## src/rtl/tct_pkg.sv

```systemverilog
// Shared types, constants and codes of the TCP connection tracker.
package tct_pkg;

    localparam int CONN_ENTRIES = 16;
    localparam int IDX_W        = $clog2(CONN_ENTRIES);
    localparam int CNT_W        = $clog2(CONN_ENTRIES + 1);
    localparam int QUEUE_DEPTH  = 2;
    localparam int QPTR_W       = $clog2(QUEUE_DEPTH);
    localparam int QCNT_W       = $clog2(QUEUE_DEPTH + 1);

    localparam int REMOVED_W = 5;
    localparam logic [REMOVED_W-1:0] REMOVED_MAX = '1;

    // Result status codes.
    localparam logic [2:0] STS_UPDATED  = 3'd0;
    localparam logic [2:0] STS_INSERTED = 3'd1;
    localparam logic [2:0] STS_NOT_SYN  = 3'd2;
    localparam logic [2:0] STS_ACK_BAD  = 3'd3;
    localparam logic [2:0] STS_SYN_DROP = 3'd4;
    localparam logic [2:0] STS_FULL     = 3'd5;
    localparam logic [2:0] STS_TICK     = 3'd6;

    // Connection flag bits.
    localparam int FL_SYN_INT = 0;
    localparam int FL_SYN_EXT = 1;
    localparam int FL_SA_INT  = 2;
    localparam int FL_SA_EXT  = 3;
    localparam int FL_EST     = 4;
    localparam int FL_SIM     = 5;

    // Register indexes of the configuration port.
    localparam logic [1:0] REG_EST_TO = 2'd0;
    localparam logic [1:0] REG_TRN_TO = 2'd1;
    localparam logic [1:0] REG_UNS_TO = 2'd2;

    typedef struct packed {
        logic        kind;
        logic        direction;
        logic [31:0] int_ip;
        logic [15:0] int_port;
        logic [31:0] ext_ip;
        logic [15:0] ext_port;
        logic        syn_flag;
        logic        ack_flag;
        logic [31:0] seq_no;
        logic [31:0] ack_no;
    } in_item_t;

    typedef struct packed {
        logic [2:0]           status;
        logic                 conn_established;
        logic                 simultaneous;
        logic [REMOVED_W-1:0] removed_count;
    } out_item_t;

    typedef enum logic {
        OP_PACKET,
        OP_TICK
    } op_t;

    typedef struct packed {
        op_t      op;
        in_item_t item;
    } cmd_t;

    typedef struct packed {
        logic [15:0] est_to;
        logic [15:0] trn_to;
        logic [15:0] uns_to;
    } cfg_t;

    typedef struct packed {
        logic [31:0] int_ip;
        logic [15:0] int_port;
        logic [31:0] ext_ip;
        logic [15:0] ext_port;
        logic [5:0]  flags;
        logic [31:0] int_seq;
        logic [31:0] ext_seq;
        logic [31:0] trn_time;
        logic [31:0] est_time;
    } entry_t;

    typedef enum logic [1:0] {
        ENG_IDLE,
        ENG_SCAN,
        ENG_EXEC
    } eng_state_t;

endpackage

```

## src/rtl/tct_front.sv

```systemverilog
// Front end: accepts items, classifies them and queues them for the engine.
module tct_front (
    input  logic              clk,
    input  logic              rst_n,
    input  logic              req_valid,
    output logic              req_stall,
    input  tct_pkg::in_item_t req,
    output logic              cmd_valid,
    output tct_pkg::cmd_t     cmd,
    input  logic              cmd_pop
);
    import tct_pkg::*;

    cmd_t              q_reg [QUEUE_DEPTH];
    logic [QPTR_W-1:0] wr_ptr_reg;
    logic [QPTR_W-1:0] rd_ptr_reg;
    logic [QCNT_W-1:0] count_reg;
    logic              push;
    cmd_t              cls;

    assign req_stall = (count_reg == QCNT_W'(QUEUE_DEPTH));
    assign push      = req_valid && !req_stall;
    assign cmd_valid = (count_reg != '0);
    assign cmd       = q_reg[rd_ptr_reg];

    always_comb
    begin
        cls.item = req;
        cls.op   = req.kind ? OP_TICK : OP_PACKET;
    end

    always_ff @(posedge clk)
    begin
        if (push)
        begin
            q_reg[wr_ptr_reg] <= cls;
        end
    end

    always_ff @(posedge clk or negedge rst_n)
    begin
        if (!rst_n)
        begin
            wr_ptr_reg <= '0;
            rd_ptr_reg <= '0;
            count_reg  <= '0;
        end
        else
        begin
            if (push)
            begin
                wr_ptr_reg <= (wr_ptr_reg == QPTR_W'(QUEUE_DEPTH - 1)) ? '0 : wr_ptr_reg + 1'b1;
            end
            if (cmd_pop)
            begin
                rd_ptr_reg <= (rd_ptr_reg == QPTR_W'(QUEUE_DEPTH - 1)) ? '0 : rd_ptr_reg + 1'b1;
            end
            if (push && !cmd_pop)
            begin
                count_reg <= count_reg + 1'b1;
            end
            else if (!push && cmd_pop)
            begin
                count_reg <= count_reg - 1'b1;
            end
        end
    end

endmodule

```

## config.mk

```make
export PLATFORM = sky130hd
export DESIGN_NAME = tct_front
export DESIGN_NICKNAME = d
export VERILOG_FILES = /design/src/rtl/tct_pkg.sv /design/src/rtl/tct_front.sv
export SDC_FILE = /design/constraint.sdc
export NUM_CORES = 1
export LEC_CHECK = 0
export ABC_AREA = 0
export BUFFER_PORTS_ARGS = -buffer_cell sky130_fd_sc_hd__buf_4
export CORE_MARGIN = 2
export CORE_UTILIZATION = 30
export CTS_CLUSTER_SIZE = 40
export DETAILED_ROUTE_END_ITERATION = 8
export PLACE_DENSITY = 0.48
export SLEW_MARGIN = 20
export SYNTH_ARGS = -nofsm -noshare
export SYNTH_HDL_FRONTEND = slang
export SYNTH_SLANG_ARGS = --single-unit
```

## constraint.sdc

```tcl
create_clock -name clk -period 9.1 [get_ports clk]
set_input_delay 2.73 -clock clk [delete_from_list [all_inputs] [get_ports clk]]
set_output_delay 2.73 -clock clk [all_outputs]
set_load 0.01 [all_outputs]
```

==> results.cfg <==
[power_and_ir_drop]
power_frac_comb = 0.308
ir_worst_vdd_uv = 172.8
total_leakage_power_nw = 5.986
p_int_w = 0.003726
power.share.clock = 0.268
power_density_nw_per_um2 = 320.0
switchingPower_w = 0.001478
switching_share = 0.2840
seq_power_share = 0.424

[global_route]
antenna_found_initial = 0
grt_pass1_wl_um = 39140
grt_max_degree = 74
grt-ovfl-total = 0
grt_pass1_vias = 6477
grt_usage = 0.1258

[place]
gp_congestion = 0.7165
io_buffers = 334
place_ws_ns = 3.947
place_area_sq_um = 15130
place_hpwl_um = 17610

[drt]
first_pass_iters = 4
wl_um = 27070
drtIter0Drc = 233
vias = 6141
drcViolationCount = 0
viasPerCell = 4.253
wl_met2_um = 13140
highest_layer = met4
ant_nets = 0
avgRoutedWirePerCell_um = 18.75
wl_met3_um = 2549
wl_met1_um = 10590

[clocking]
cts_hold_buf = 0
ctsResizeCount = 0
postCtsSetupRepairBufs = 0
cts_tree = yes
clk_pin_slew_worst_paths_ns = 0.06
cts_buffer_depth = 3
insertion_delay_ns = 0.53
numCtsBuffers = 38
cts_root_buffer = clkbuf_16
h-tree-depth = 2
clock-sinks = 332

[logic_synthesis]
synth-adder-area-share = 0.001034
synth_area_sq_um = 12100
ys_top_cells_by_count = edfxtp_1 (328), mux2_2 (164), buf_6 (17)
synthArstFlopShare = 0.01205
synth_area_per_cell_sq_um = 22.83
synth_edf_count = 328
synth_compound_area_frac = 0
synth.most_common_cell = edfxtp_1
yosys.area_share.simple = 0.002482
yosys.area.top_type = edfxtp_1
ys_seq_elements = 332
yosys.area_share.xor_xnor = 0.003620
yosysUniqueCellTypes = 15
yosysTopAreaCellShare = 0.8141
synth_top_family_by_area = multiplexers
ys_warn_count = 0
synth.area.top_cells = edfxtp_1 (81%), mux2_2 (15%), buf_6 (1.6%)
synthMuxAreaShare = 0.1527
yosysSeqAreaShare = 0.8224
synthCells = 530
syn_nets = 699
synth_top_flop_cell = edfxtp_1

[timing]
fmax_ghz = 0.1789
rsz0062_at_grt = no
setup_viol = 0
layout_setup_ws_ns = 3.510
finalCritPeriodShare = 0.6143
period_needed_ns = 5.590
tightest_slew_ns = 1.029
holdWs_ns = 0.5051
slew_headroom = 0.3140
finalMaxSlewViolations = 0
finClkSkew_ns = 0.008156
tns_ns = 0
hold_viol_final = 0

[setup_path]
crit_arrival_ns = 2.86
critical_path.slowest_cell = buf_4
timing.critical_path.mode_cell = buf_4
critPathCaptureType = primary output
criticalPathCategory = reg2out
crit_required_ns = 6.37
cp-start-kind = register
critPathTopFamily = buffers and inverters
path_buf_inv = 2
path_cells = buf_4, mux2_2, buf_4
cp_max_fo = 73
reg2reg_slack_ns = 6.54
crit_path_max_incr_delay_ns = 0.84

[die]
ioPinCount = 335
die_x_um = 204.8
core_area_sq_um = 39730
die_area_sq_um = 41950
rows = 73
die_y_um = 204.8
initial_utilization = 0.3045

[layout]
post-route-cell-area_sq_um = 16260
seq_area_sq_um = 9953
largest_register_ffs = 328
finish.utilization = 0.4092
drive_gt1_frac = 0.6050
nets = 1061
n_antenna_cell = 0
area_delta_synth_final_pct = 34.39
multiInputGateArea_sq_um = 1946
nFillCells = 3654

[status]
outcome = complete, no violations

[run]
cap_viol_max_count = 0

[hold_path]
holdCritPathClass = reg2reg
[cell families after synthesis]
family / count (synthesis)
xor+xnor: 5
fa+ha+maj: 1
buf+inv: 22
flops: 332
mux: 164
simple gates: 6
[power groups by stage]
stage	Clock (W)	Sequential, W	Combinational (W)
2_1_floorplan	0	0.00223	0.000947
3_3_place_gp	0	0.00224	0.00165
3_5_place_dp	0	0.00224	0.00165
4_1_cts	0.00145	0.00221	0.00166
5_1_grt	0.00151	0.00224	0.00173
6_report	0.00140	0.00220	0.00160
[layer usage]
metal / up-vias / track usage
met2: 210 / 0.2031
li1: 2836 / -
met5: - / 0
met3: 48 / 0.04900
met1: 3047 / 0.1486
met4: 0 / 0.05564
[through the flow]
step | instances | total power [W]
2_1_floorplan | 530 | 0.003176
3_3_place_gp | 1377 | 0.003890
3_5_place_dp | 1377 | 0.003891
4_1_cts | 1444 | 0.005319
5_1_grt | 1444 | 0.005477
6_report | 1444 | 0.005203
[layout make-up]
cell class / instances / area share
repair buffers: 341 / 0.1575
well taps: 525 / 0.04040
inverters: 3 / 0.0006926
flip-flops and latches: 332 / 0.6122
clock buffers: 54 / 0.06411
clock inverters: 13 / 0.005464
multi-input cells: 176 / 0.1197
[cell usage in the layout (no fill, tap or decap), drive strengths merged, types with 2 or more instances in the layout]
| cell type | instances |
|---|---|
| inv | 4 |
| clkbuf | 54 |
| dfrtp | 4 |
| buf | 341 |
| mux2 | 164 |
| edfxtp | 328 |
| xor2 | 3 |
| nor2 | 2 |
| xnor2 | 2 |
| clkinv | 10 |
[final timing paths]
kind,endpoint,cells after the start,startpoint
setup / recovery,cmd[23],3,rd_ptr_reg
hold / removal,count_reg[1],1,count_reg[1]
setup reg to reg,q_reg[0][138],5,count_reg[0]
hold reg to reg,count_reg[1],1,count_reg[1]
max in group asynchronous,rd_ptr_reg,1,rst_n
min in group asynchronous,wr_ptr_reg,1,rst_n
(Power assumes the default switching activity.)
